## src/rtl/tfs_pkg.sv

```systemverilog
`timescale 1ns / 1ps
// ----------------------------------------------------------------------------
// tfs_pkg
// shared constants, frame descriptor type and checksum helper for the
// telemetry frame stuffer
// ----------------------------------------------------------------------------
package tfs_pkg;

    localparam logic [7:0] START_BYTE  = 8'h7E;
    localparam logic [7:0] PRELUDE_ID  = 8'h98;
    localparam logic [7:0] HEADER_BYTE = 8'h10;
    localparam logic [7:0] ESCAPE_BYTE = 8'h7D;
    localparam logic [7:0] ESCAPE_MASK = 8'h20;
    localparam logic [7:0] CHECK_BASE  = 8'hFF;

    localparam int BODY_BYTES    = 8;
    localparam int SUMMED_BYTES  = 7;
    localparam int QUEUE_DEPTH   = 2;
    localparam int POS_W         = 4;
    localparam int BODY_IDX_W    = $clog2(BODY_BYTES);

    localparam logic [POS_W-1:0] POS_START      = 4'd0;
    localparam logic [POS_W-1:0] POS_FIRST_BODY = 4'd2;
    localparam logic [POS_W-1:0] POS_LAST       = 4'd9;

    typedef struct packed {
        logic                           prelude;
        logic [BODY_BYTES-1:0][7:0]     body;
    } frame_t;

    typedef struct packed {
        logic full;
        logic empty;
    } q_status_t;

    // byte sum with end-around carry
    function automatic logic [7:0] sum_add(input logic [7:0] s, input logic [7:0] b);
        logic [8:0] t;
        begin
            t = {1'b0, s} + {1'b0, b};
            return t[7:0] + {7'b0, t[8]};
        end
    endfunction

endpackage

```

## src/rtl/tfs_front.sv

```systemverilog
`timescale 1ns / 1ps
// ----------------------------------------------------------------------------
// tfs_front
// takes a telemetry sample, lays out the frame body and its checksum
// ----------------------------------------------------------------------------
module tfs_front
    import tfs_pkg::*;
(
    input  logic        in_valid,
    output logic        in_stall,
    input  logic [15:0] sensor_id,
    input  logic [31:0] sample_value,
    input  logic        with_prelude,
    input  q_status_t   q_status,
    output logic        push,
    output frame_t      frame
);

    logic [10:0] total;
    logic [8:0]  fold;
    logic [7:0]  sum;

    always_comb
    begin
        frame.prelude = with_prelude;
        frame.body[0] = HEADER_BYTE;
        frame.body[1] = sensor_id[7:0];
        frame.body[2] = sensor_id[15:8];
        frame.body[3] = sample_value[7:0];
        frame.body[4] = sample_value[15:8];
        frame.body[5] = sample_value[23:16];
        frame.body[6] = sample_value[31:24];
        // plain sum of the first seven body bytes, carries folded back in afterwards
        total = 11'd0;
        for (int i = 0; i < SUMMED_BYTES; i++)
        begin
            total = total + {3'b000, frame.body[i]};
        end
        fold = {1'b0, total[7:0]} + {6'b000000, total[10:8]};
        sum  = sum_add(fold[7:0], {7'b0000000, fold[8]});
        frame.body[7] = CHECK_BASE - sum;
    end

    assign in_stall = q_status.full;
    assign push     = in_valid & ~q_status.full;

endmodule

```

## src/rtl/tfs_queue.sv

```systemverilog
`timescale 1ns / 1ps
// ----------------------------------------------------------------------------
// tfs_queue
// short frame descriptor queue between front and back
// ----------------------------------------------------------------------------
module tfs_queue
    import tfs_pkg::*;
#(
    parameter int DEPTH = QUEUE_DEPTH
)
(
    input  logic      clk,
    input  logic      rst_n,
    input  logic      push,
    input  frame_t    push_frame,
    input  logic      pop,
    output frame_t    head,
    output q_status_t q_status
);

    localparam int PTR_W = (DEPTH > 1) ? $clog2(DEPTH) : 1;
    localparam int CNT_W = $clog2(DEPTH + 1);
    localparam logic [PTR_W-1:0] PTR_LAST  = PTR_W'(DEPTH - 1);
    localparam logic [CNT_W-1:0] CNT_DEPTH = CNT_W'(DEPTH);

    frame_t           mem [DEPTH];
    logic [PTR_W-1:0] wr_ptr_reg, wr_ptr_next;
    logic [PTR_W-1:0] rd_ptr_reg, rd_ptr_next;
    logic [CNT_W-1:0] count_reg, count_next;

    always_comb
    begin
        wr_ptr_next = wr_ptr_reg;
        rd_ptr_next = rd_ptr_reg;
        count_next  = count_reg;
        if (push)
        begin
            wr_ptr_next = (wr_ptr_reg == PTR_LAST) ? '0 : wr_ptr_reg + 1'b1;
        end
        if (pop)
        begin
            rd_ptr_next = (rd_ptr_reg == PTR_LAST) ? '0 : rd_ptr_reg + 1'b1;
        end
        if (push && !pop)
        begin
            count_next = count_reg + 1'b1;
        end
        else if (pop && !push)
        begin
            count_next = count_reg - 1'b1;
        end
    end

    always_ff @(posedge clk or negedge rst_n)
    begin
        if (!rst_n)
        begin
            wr_ptr_reg <= '0;
            rd_ptr_reg <= '0;
            count_reg  <= '0;
        end
        else
        begin
            wr_ptr_reg <= wr_ptr_next;
            rd_ptr_reg <= rd_ptr_next;
            count_reg  <= count_next;
        end
    end

    always_ff @(posedge clk)
    begin
        if (push)
        begin
            mem[wr_ptr_reg] <= push_frame;
        end
    end

    assign head           = mem[rd_ptr_reg];
    assign q_status.full  = (count_reg == CNT_DEPTH);
    assign q_status.empty = (count_reg == '0);

`ifndef SYNTH
    a_no_overflow: assert property (@(posedge clk) disable iff (!rst_n)
        push |-> !q_status.full)
        else $error("queue pushed while full");
    a_no_underflow: assert property (@(posedge clk) disable iff (!rst_n)
        pop |-> !q_status.empty)
        else $error("queue popped while empty");
    a_count_bound: assert property (@(posedge clk) disable iff (!rst_n)
        count_reg <= CNT_DEPTH)
        else $error("queue count beyond depth");
`endif

endmodule

```

## src/rtl/tfs_back.sv

```systemverilog
`timescale 1ns / 1ps
// ----------------------------------------------------------------------------
// tfs_back
// walks the head frame, one output byte per cycle while out_stall is low and
// the queue holds a frame, escapes body bytes, drives the output register
// ----------------------------------------------------------------------------
module tfs_back
    import tfs_pkg::*;
(
    input  logic      clk,
    input  logic      rst_n,
    input  frame_t    head,
    input  q_status_t q_status,
    output logic      pop,
    output logic      out_valid,
    input  logic      out_stall,
    output logic [7:0] out_byte,
    output logic      frame_end
);

    logic             out_valid_reg, out_valid_next;
    logic [7:0]       out_byte_reg, out_byte_next;
    logic             frame_end_reg, frame_end_next;
    logic             first_reg, first_next;
    logic             esc_pending_reg, esc_pending_next;
    logic [POS_W-1:0] pos_reg, pos_next;

    logic             load;
    logic             step;
    logic [POS_W-1:0] pos;
    logic [7:0]       cur;
    logic             in_body;
    logic [7:0]       beat_byte;
    logic             advance;
    logic             is_last;
    logic [POS_W-1:0] body_off;

    always_comb
    begin
        load     = !out_valid_reg || !out_stall;
        step     = load && !q_status.empty;
        pos      = first_reg ? (head.prelude ? POS_START : POS_FIRST_BODY) : pos_reg;
        in_body  = (pos >= POS_FIRST_BODY);
        body_off = pos - POS_FIRST_BODY;
        if (in_body)
        begin
            cur = head.body[body_off[BODY_IDX_W-1:0]];
        end
        else
        begin
            cur = pos[0] ? PRELUDE_ID : START_BYTE;
        end

        if (esc_pending_reg)
        begin
            beat_byte = cur & ~ESCAPE_MASK;
            advance   = 1'b1;
        end
        else if (in_body && (cur inside {START_BYTE, ESCAPE_BYTE}))
        begin
            beat_byte = ESCAPE_BYTE;
            advance   = 1'b0;
        end
        else
        begin
            beat_byte = cur;
            advance   = 1'b1;
        end
        is_last = advance && (pos == POS_LAST);
        pop     = step && is_last;

        out_valid_next   = out_valid_reg;
        out_byte_next    = out_byte_reg;
        frame_end_next   = frame_end_reg;
        first_next       = first_reg;
        esc_pending_next = esc_pending_reg;
        pos_next         = pos_reg;
        if (step)
        begin
            out_valid_next   = 1'b1;
            out_byte_next    = beat_byte;
            frame_end_next   = is_last;
            esc_pending_next = !advance;
            first_next       = is_last;
            if (is_last)
            begin
                pos_next = POS_START;
            end
            else
            begin
                pos_next = advance ? pos + 1'b1 : pos;
            end
        end
        else if (load)
        begin
            out_valid_next = 1'b0;
        end
    end

    always_ff @(posedge clk or negedge rst_n)
    begin
        if (!rst_n)
        begin
            out_valid_reg   <= 1'b0;
            first_reg       <= 1'b1;
            esc_pending_reg <= 1'b0;
            pos_reg         <= POS_START;
        end
        else
        begin
            out_valid_reg   <= out_valid_next;
            first_reg       <= first_next;
            esc_pending_reg <= esc_pending_next;
            pos_reg         <= pos_next;
        end
    end

    always_ff @(posedge clk)
    begin
        out_byte_reg  <= out_byte_next;
        frame_end_reg <= frame_end_next;
    end

    assign out_valid = out_valid_reg;
    assign out_byte  = out_byte_reg;
    assign frame_end = frame_end_reg;

`ifndef SYNTH
    a_esc_follows_marker: assert property (@(posedge clk) disable iff (!rst_n)
        esc_pending_reg |-> (out_valid_reg && out_byte_reg == ESCAPE_BYTE))
        else $error("escape pending without escape byte in output register");
    a_end_not_mid_escape: assert property (@(posedge clk) disable iff (!rst_n)
        (out_valid_reg && frame_end_reg) |-> !esc_pending_reg)
        else $error("frame end with escape still pending");
    a_frame_held: assert property (@(posedge clk) disable iff (!rst_n)
        !first_reg |-> !q_status.empty)
        else $error("frame in progress lost its descriptor");
    a_pos_bound: assert property (@(posedge clk) disable iff (!rst_n)
        pos_reg <= POS_LAST)
        else $error("byte position beyond frame");
`endif

endmodule

```

## src/rtl/telemetry_frame_stuffer.sv

```systemverilog
`timescale 1ns / 1ps
// ----------------------------------------------------------------------------
// telemetry_frame_stuffer
// builds a checksummed, byte stuffed telemetry frame per sample
// ----------------------------------------------------------------------------
// path: a sample beat is written into the queue, then its first byte is loaded into the output register
// throughput: one output byte per cycle while out_stall is low, set by
// the single byte output register draining the head frame of the queue
// samples keep being taken while the queue has room
// reset: asynchronous, clears the queue and the byte sequencer, output idle
module telemetry_frame_stuffer
    import tfs_pkg::*;
#(
    parameter int QUEUE_DEPTH_P = QUEUE_DEPTH
)
(
    input  logic        clk,
    input  logic        rst_n,
    input  logic        in_valid,
    output logic        in_stall,
    input  logic [15:0] sensor_id,
    input  logic [31:0] sample_value,
    input  logic        with_prelude,
    output logic        out_valid,
    input  logic        out_stall,
    output logic [7:0]  out_byte,
    output logic        frame_end
);

    q_status_t q_status;
    frame_t    push_frame;
    frame_t    head;
    logic      push;
    logic      pop;

    tfs_front u_front (
        .in_valid     (in_valid),
        .in_stall     (in_stall),
        .sensor_id    (sensor_id),
        .sample_value (sample_value),
        .with_prelude (with_prelude),
        .q_status     (q_status),
        .push         (push),
        .frame        (push_frame)
    );

    tfs_queue #(
        .DEPTH (QUEUE_DEPTH_P)
    ) u_queue (
        .clk        (clk),
        .rst_n      (rst_n),
        .push       (push),
        .push_frame (push_frame),
        .pop        (pop),
        .head       (head),
        .q_status   (q_status)
    );

    tfs_back u_back (
        .clk       (clk),
        .rst_n     (rst_n),
        .head      (head),
        .q_status  (q_status),
        .pop       (pop),
        .out_valid (out_valid),
        .out_stall (out_stall),
        .out_byte  (out_byte),
        .frame_end (frame_end)
    );

endmodule
```

## config.mk

```make
export PLATFORM = sky130hd
export DESIGN_NAME = telemetry_frame_stuffer
export DESIGN_NICKNAME = d
export VERILOG_FILES = /design/src/rtl/tfs_pkg.sv /design/src/rtl/tfs_front.sv /design/src/rtl/tfs_queue.sv /design/src/rtl/tfs_back.sv /design/src/rtl/telemetry_frame_stuffer.sv
export SDC_FILE = /design/constraint.sdc
export NUM_CORES = 1
export LEC_CHECK = 0
export ABC_AREA = 0
export ABC_CLOCK_PERIOD_IN_PS = 3800
export BUFFER_PORTS_ARGS = -buffer_cell sky130_fd_sc_hd__buf_2
export CORE_UTILIZATION = 55
export CTS_BUF_LIST = sky130_fd_sc_hd__clkbuf_8
export DETAILED_ROUTE_END_ITERATION = 10
export HOLD_SLACK_MARGIN = 0.02
export PLACE_DENSITY = 0.74
export SETUP_SLACK_MARGIN = 0.2
export SYNTH_ARGS = -nofsm -noshare
export SYNTH_HDL_FRONTEND = slang
export SYNTH_SLANG_ARGS = --single-unit
```

## constraint.sdc

```tcl
create_clock -name clk -period 3.8 [get_ports clk]
set_input_delay 0.57 -clock clk [delete_from_list [all_inputs] [get_ports clk]]
set_output_delay 0.57 -clock clk [all_outputs]
set_load 0.01 [all_outputs]
```

* Word-level counts from Yosys, hierarchy flattened *
Memory sizes are Yosys's and may differ from the RTL's.
Cells that the tools add are included.

word-level totals
  bits in registers = 20
  bits in latches = 0
  RAM bits = 114
  bits in read-only memories = 0
  memories = 1

memories
  name         words  width  rd ports  clocked after memory_dff  wr ports  line             RTL
  u_queue.mem  2      57     1         0                         1         tfs_queue.sv:26  frame_t mem [DEPTH];

cells by class
  add/subtract/negate cells = 16
  $mul = 0
  divide/modulo/power cells = 0
  order comparisons = 2
  equal/unequal tests = 4
  shifts and indexed selects = 0
  multiplexer cells = 20
  bitwise logic cells = 2
  reductions and logical operators = 17

operators by type and width
  cell                 number
  $add 11x8->11        5
  $mux 8               5
  $bmux 8 s3           1
  $eq 8x7->1 const B   2
  $mux 4               3
  $add 5x8->9 const A  1
  $add 8x1->9          1
  $add 8x3->9          1
  $add 8x1->8          1
  $mux 1               8
  $sub 8x8->8 const A  1
  $logic_and 1x1->1    6
  $logic_not 1->1      6
  $mux 2               3
  $reduce_bool 2->1    3
  $add 4x1->4 const B  1
  $eq 4x4->1 const B   1
  $ge 4x2->1 const B   1
  $lt 3x4->1 const B   1
  $sub 3x2->3 const B  1
  $add 1x1->1 const B  2
  $add 2x1->2 const B  1
  $eq 2x2->1 const B   1
  $logic_not 2->1      1
  4 further kinds      4

* Longest topological paths before layout *
Gate-level depths: netlist of run 1.
An unclocked memory read counts as a cell.

  depth in word-level cells = 17
  depth in mapped cells = 30
  depth with buffers taken out = 30

* Modules after synthesis *
Synthesis of run 1 repeated with hierarchy kept, for this count alone.

unflattened totals
  cells, all modules = 662
  area total of the unflattened synthesis = 8848.5 um^2

by module, submodules not included
  module     instances  cells each  area each (um^2)  sequential area each (um^2)
  tfs_queue  1          218         5038.6            4003.8
  tfs_front  1          269         2242.2            0.0
  tfs_back   1          175         1567.8            446.7

* Worst setup path after synthesis of run 1 *
No wires, ideal clock.

  path type = input to register
  start point = input sensor_id[3]
  end point = memory u_queue.mem[0][54] (netlist bit), data pin
  library setup time = 0.267 ns
  arrival time = 6.310 ns
  data required time = 3.533 ns
  setup slack = -2.778 ns
  cell stages on the path = 30
  buffers on the path = 0
  cell sequence = inv_1 > fa_1 > inv_1 > fa_1 > inv_1 > fa_1 > inv_1 > ha_1 > a21o_1 > a21oi_1 > o21bai_1 > a21oi_1 > o21bai_1 > a21oi_1 > xnor2_1 > inv_1 > fa_1 > nor2b_1 > o2111a_1 > and3_1 > ha_1 > ha_1 > nand2_1 > nor3_1 > nor3b_1 > ha_1 > ha_1 > nand3_1 > nor3b_1 > xnor2_1

RTL lines
  element      line                           RTL
  from (decl)  telemetry_frame_stuffer.sv:21  input logic [15:0] sensor_id,
  to (decl)    tfs_queue.sv:26

==> impl_metrics.tcl, run 1 <==
set metrics [dict create \
    status "finished, violations left" \
    violations "setup timing" \
    yosysTopAreaCell "edfxtp_1" \
    port_buffers 63 \
    die_width_um 116.1 \
    drt_iter0_markers 378 \
    synth-compound-area-share 0.07107 \
    antenna_found_initial 0 \
    slowest_stage "fa_1" \
    start_util 0.5655 \
    arrival_ps 6370 \
    worstHoldPathType "input port to flip-flop" \
    synthFlopType "edfxtp_1" \
    num_vias 4694 \
    cts_tree "built" \
    dr.pass1.iters 5 \
    vias_per_cell 5.445 \
    syn_inst 494 \
    cts_root_buffer "clkbuf_8" \
    yosysMostFrequentCell "edfxtp_1" \
    synth_xor_area_frac 0.03894 \
    synthArstFlopShare 0.08209 \
    clock-sinks 134 \
    max_freq_mhz 162.0 \
    ys_types 60 \
    peakVddDrop_v 0.0006874 \
    htreeDepth 4 \
    power_frac_seq 0.259 \
    crit_type "input port to flip-flop" \
    rows 41 \
    avgSynthCellArea_um2 14.51 \
    syn_nets 603 \
    startpoint_type "input port" \
    fin_crit_ps 6174 \
    rsz0062_at_grt "true" \
    pwr-share-comb 0.619 \
    synthTopCellsByCount "edfxtp_1 (123), inv_1 (79), fa_1 (33), ha_1 (23)" \
    synth_area_mm2 0.007166 \
    synth_seq_cells 134 \
    finalInstanceArea_mm2 0.009180 \
    gr-usage-all-layers 0.2556 \
    wl_per_cell_um 18.66 \
    crit_top_cell "buf_4" \
    area_growth_pct 28.11 \
    synth_area_leaders "edfxtp_1 (52%), fa_1 (9.2%), mux4_2 (6.3%), inv_1 (4.1%), ha_1 (4.0%)" \
    hold_viol 0 \
    cp_max_fo 3 \
    gr-total-overflow 0 \
    drt.antenna.violating_nets 0 \
    max-clock-path-buffers 2 \
    grt_pass1_vias 4830 \
    io_pins 64 \
    slew_headroom 0.4483 \
    core_mm2 0.01267 \
    gp_congestion 0.8670 \
    place_ws_ps -2919 \
    finClkSkew_ps 9.144 \
    drcViolationCount 0 \
    largest_reg_flops 114 \
    ys_seq_area_frac 0.5540 \
    power.share.switching 0.3884 \
    clkTransAtPathRegs_ps 70 \
    crit_path_end_kind "flip-flop" \
    diodes 0 \
    grt_max_degree 36 \
    fp.dieH_um 116.1 \
    synth_edf_count 123 \
    power_density_mw_per_mm2 1037 \
    dieArea_mm2 0.01349 \
    numCtsBuffers 17 \
    clk_latency_ps 450 \
    dpl_cell_area_mm2 0.008357 \
    grt_pass1_wl_mm 24.76 \
    muxShareOfSynthArea 0.09324 \
    yosys_warnings 0 \
    final.setup.tns_ps -35210 \
    power_frac_clock 0.122 \
    p_sw_mw 3.700 \
    p_leak_nw 3.823 \
    dp_hpwl_mm 11.39 \
    multi_input_area_mm2 0.003073 \
    slowest_delay_ps 580 \
    p_int_mw 5.825 \
    slew_violations 0 \
    required_ps 4000 \
    power_mw 9.524 \
    yosys.area_share.adder 0.1324 \
    fin_nets 786 \
    synth.top_cell.area_share 0.5155 \
    regArea_mm2 0.003971 \
    tightest_slew_ps 825.6 \
    setup_slack_ps -2374 \
    finalCritPeriodShare 1.625 \
    wl_mm 16.09 \
    cap_violations 0 \
    setup_viol 16 \
    fillers 821 \
    drive_gt1_frac 0.4290 \
    yosys.area_share.simple 0.05203 \
    synth_top_family_by_area "adder cells" \
]
==> stage by stage <==
stage | hold WS [ps] | cells | util
CTS | 278.8 | 853 | 0.7094
global placement | 452.3 | 803 | 0.6595
detailed placement | 456.7 | 803 | 0.6595
finish | 311.8 | 862 | 0.7245
floorplan | 274.4 | 494 | -
global route | 290.9 | 862 | 0.7245
==> per-layer routing <==
metal	up-vias	track usage	wire length (um)
met4	0	0.1017	419
met3	36	0.05034	711
li1	2140	-	-
met1	2373	0.3168	6388
met2	145	0.4437	8570
met5	-	0	0
==> repair_timing <==
item | in CTS | in global routing
hold endpoints to repair | 10 | 0
hold buffers | 1 | 0
resized for setup | 26 | 28
buffers inserted | 17 | 9
setup endpoints to repair | 17 | 20
pin swaps | 41 | 31
==> power by group through the flow <==
stage / logic (mW) / registers, mW / clock network, mW
floorplan: 3.21 / 2.49 / 0
global placement: 4.91 / 2.47 / 0
detailed placement: 5.05 / 2.50 / 0
CTS: 5.41 / 2.47 / 1.18
global route: 6.33 / 2.51 / 1.23
finish: 5.90 / 2.47 / 1.16
==> critical path: cells and delay by family <==
family                   cells  cell delay [ps]
AO/OA/AOI/OAI                5              860
AND/OR/NAND/NOR              5              710
buffers and inverters        9              910
XOR/XNOR                     3              460
adder cells (fa/ha/maj)      8             2830
==> area by class of cell <==
class / instances / area share
flip-flops and latches: 134 / 0.4326
well taps: 172 / 0.02344
clock buffers: 17 / 0.02549
clock inverters: 15 / 0.01581
repair buffers: 178 / 0.1336
multi-input cells: 266 / 0.3347
inverters: 80 / 0.03435
==> placed cells by master (no fill, tap or decap), drive strengths merged, types with 5 or more instances in the layout <==
cell type / Yosys / routed
nand3: 6 / 6
nor2: 16 / 16
inv: 80 / 82
dfrtp: 10 / 10
mux4: 22 / 22
nor3: 6 / 6
nand2b: 6 / 6
a21oi: 19 / 19
mux2i: 13 / 13
nand2: 16 / 16
edfxtp: 123 / 123
nor2b: 7 / 7
buf: 10 / 177
xor2: 11 / 11
a211oi: 5 / 5
o21ai: 15 / 15
clkinv: 0 / 9
ha: 23 / 23
xnor2: 20 / 20
fa: 33 / 33
clkbuf: 4 / 17
==> path summary, 6_finish.rpt <==
path | start | end | slack, ps | cells after the start
worst max-delay path | sensor_id[4] | u_queue.mem[0][53]$_DFFE_PP_ | -2370 | 30
worst min-delay path | sensor_id[10] | u_queue.mem[0][10]$_DFFE_PP_ | 310 | 1
worst max register to register | u_back.first_reg$_DFFE_PN1P_ | u_queue.count_reg[1]$_DFFE_PN0P_ | 400 | 15
worst min register to register | u_back.out_valid$_DFFE_PN0P_ | u_back.out_valid$_DFFE_PN0P_ | 480 | 2
max in group asynchronous | rst_n | u_back.first_reg$_DFFE_PN1P_ | 3000 | 2
min in group asynchronous | rst_n | u_back.esc_pending_reg$_DFFE_PN0P_ | 530 | 2
==> logic make-up after synthesis <==
logic type / Yosys count
AOI/OAI and AO/OA: 70
and+or+nand+nor: 72
DFF: 134
xor gates and xnor gates: 31
adders and majority gates: 56
muxes: 37
buffers and inverters: 94
No activity file was read; power rests on OpenSTA's default activity.
==> run 2: changes to the inputs <==
==> constraint.sdc (replaced) <==
create_clock -name clk -period 3.8 [get_ports clk]
set_input_delay 0.19 -clock clk [delete_from_list [all_inputs] [get_ports clk]]
set_output_delay 0.19 -clock clk [all_outputs]
set_load 0.01 [all_outputs]
==> run 2 against run 1 <==
- the run still ends with setup timing left
- largest power group unchanged
- critical path depth unchanged
- routed wire length up 3.3%
- cell count up 2.4%
- non-clock buffer count up 21
- clock-buffer cell count up 3
- die area unchanged
- utilization up 1.2 points
- hold slack worse by 270 ps
- critical endpoint is now u_queue.mem[0][55]$_DFFE_PP_
- total power up 0.41%
- clock power about the same
- fmax up 7.1%
==> impl_metrics.tcl, run 2 (same netlist as run 1, synthesis figures left out) <==
set metrics [dict create \
    die_width_um 116.1 \
    vias_per_cell 5.452 \
    fin_crit_ps 5766 \
    setup_viol 16 \
    io_pins 64 \
    regArea_mm2 0.003971 \
    post-route-util 0.7365 \
    finalCritPeriodShare 1.517 \
    violations "setup timing" \
    max_freq_mhz 173.4 \
    largest_reg_flops 114 \
    drive_gt1_frac 0.4037 \
    finalInstanceArea_mm2 0.009333 \
    wl_mm 16.62 \
    drt_iter0_markers 306 \
    numCtsBuffers 17 \
    num_vias 4814 \
    fillers 788 \
    max-clock-path-buffers 2 \
    grt_pass1_wl_mm 25.95 \
    final_common_cell "edfxtp_1" \
    most-common-layout-cells "edfxtp_1 (123), buf_4 (112), inv_1 (74)" \
    status "finished, violations left" \
    fin_nets 807 \
    area_growth_pct 30.24 \
    worstHoldPathType "input port to flip-flop" \
    htreeDepth 4 \
    finClkSkew_ps 12.94 \
    crit_path_end_kind "flip-flop" \
    grt_max_degree 51 \
    slowest_delay_ps 590 \
    clkTransAtPathRegs_ps 80 \
    slowest_stage "fa_1" \
    start_util 0.5655 \
    wl_per_cell_um 18.82 \
    arrival_ps 5960 \
    hold_depth 2 \
    crit_type "input port to flip-flop" \
    antenna_found_initial 0 \
    setup_slack_ps -1966 \
    gr-total-overflow 0 \
    p_leak_nw 3.923 \
    power_mw 9.563 \
    cap_violations 0 \
    clock-sinks 134 \
    hold_viol 0 \
    diodes 0 \
    slew_violations 0 \
    drt.antenna.violating_nets 0 \
    cp_max_fo 2 \
    startpoint_type "input port" \
    rr_worst_depth 14 \
    power_density_mw_per_mm2 1025 \
    gr-usage-all-layers 0.2672 \
    dpl_cell_area_mm2 0.008342 \
    rows 41 \
    dieArea_mm2 0.01349 \
    grt_pass1_vias 5012 \
    slew_headroom 0.5338 \
    drcViolationCount 0 \
    multi_input_area_mm2 0.003023 \
    dr.pass1.iters 4 \
    tightest_slew_ps 699.3 \
    fp.dieH_um 116.1 \
    core_mm2 0.01267 \
    port_buffers 63 \
    peakVddDrop_v 0.0006008 \
    required_ps 4000 \
    dp_hpwl_mm 11.09 \
    rsz0062_at_grt "true" \
    clk_latency_ps 450 \
    cts_root_buffer "clkbuf_8" \
    cts_tree "built" \
    gp_congestion 0.8389 \
]
==> run 2: cell types whose count changed in the layout (fill, tap and decap cells not counted), sizes merged <==
cell,previous run,this run
inv,82,88
buf,177,178
clkinvlp,1,0
clkinv,9,2
clkbuf,17,20
bufinv,3,2
dlygate4sd3,1,21
==> run 2: worst paths after layout <==
kind	slack (ps)	end	startpoint
max in group asynchronous	3400	u_back.first_reg$_DFFE_PN1P_	rst_n
worst max-delay path	-1970	u_queue.mem[0][55]$_DFFE_PP_	sample_value[2]
min in group asynchronous	140	u_back.pos_reg[0]$_DFFE_PN0P_	rst_n
worst min-delay path	40	u_queue.mem[0][3]$_DFFE_PP_	sensor_id[3]
worst min register to register	490	u_back.out_valid$_DFFE_PN0P_	u_back.out_valid$_DFFE_PN0P_
worst max register to register	340	u_queue.count_reg[1]$_DFFE_PN0P_	u_back.first_reg$_DFFE_PN1P_
==> run 2: critical path: cells and delay by family <==
family / cells / cell delay, ps
xor+xnor: 2 / 270
compound gates: 5 / 740
simple gates: 9 / 1230
fa+ha+maj: 10 / 3330
buf+inv: 4 / 200
==> run 2: report_power, final <==
part	total [mW]	switching, mW	internal, mW	leakage [nW]
Sequential	2.48	0.159	2.32	1.27
Combinational	5.96	3.08	2.88	2.43
Clock	1.13	0.516	0.614	0.222
Total	9.56	3.75	5.81	3.92
==> run 2: timing repair <==
| item | 4_1_cts | 5_1_grt |
|---|---|---|
| gates resized for setup | 26 | 15 |
| endpoints found under the setup margin | 17 | 21 |
| hold buffers | 20 | 1 |
| hold endpoints to repair | 47 | 2 |
| buffers inserted | 22 | 7 |
| pin swaps | 41 | 22 |
==> run 2: through the flow <==
| stage | hold WS, ps | setup TNS (ps) | std cells | worst slack [ps] |
|---|---|---|---|---|
| 3_3_place_gp | 71.60 | -34630 | 801 | -2338 |
| 4_1_cts | 25.92 | -25690 | 875 | -1779 |
| 6_report | 39.39 | -28810 | 883 | -1966 |
| 5_1_grt | 23.76 | -32220 | 883 | -2192 |
| 2_1_floorplan | -105.6 | -28770 | 494 | -2028 |
| 3_5_place_dp | 74.15 | -35670 | 801 | -2425 |
==> run 2: final cells by class <==
type / instances / area share
well taps: 172 / 0.02306
clock buffers: 20 / 0.02949
multi-input cells: 266 / 0.3239
inverters: 80 / 0.03352
flip-flops and latches: 134 / 0.4255
repair buffers: 199 / 0.1538
clock inverters: 12 / 0.01073
==> run 2: routing by layer <==
| layer | global-route usage | vias to the layer above | share of wire |
|---|---|---|---|
| met3 | 0.06331 | 45 | 0.043 |
| li1 | - | 2179 | - |
| met5 | 0 | - | 0 |
| met4 | 0.1436 | 0 | 0.040 |
| met1 | 0.3212 | 2446 | 0.40 |
| met2 | 0.4492 | 144 | 0.51 |
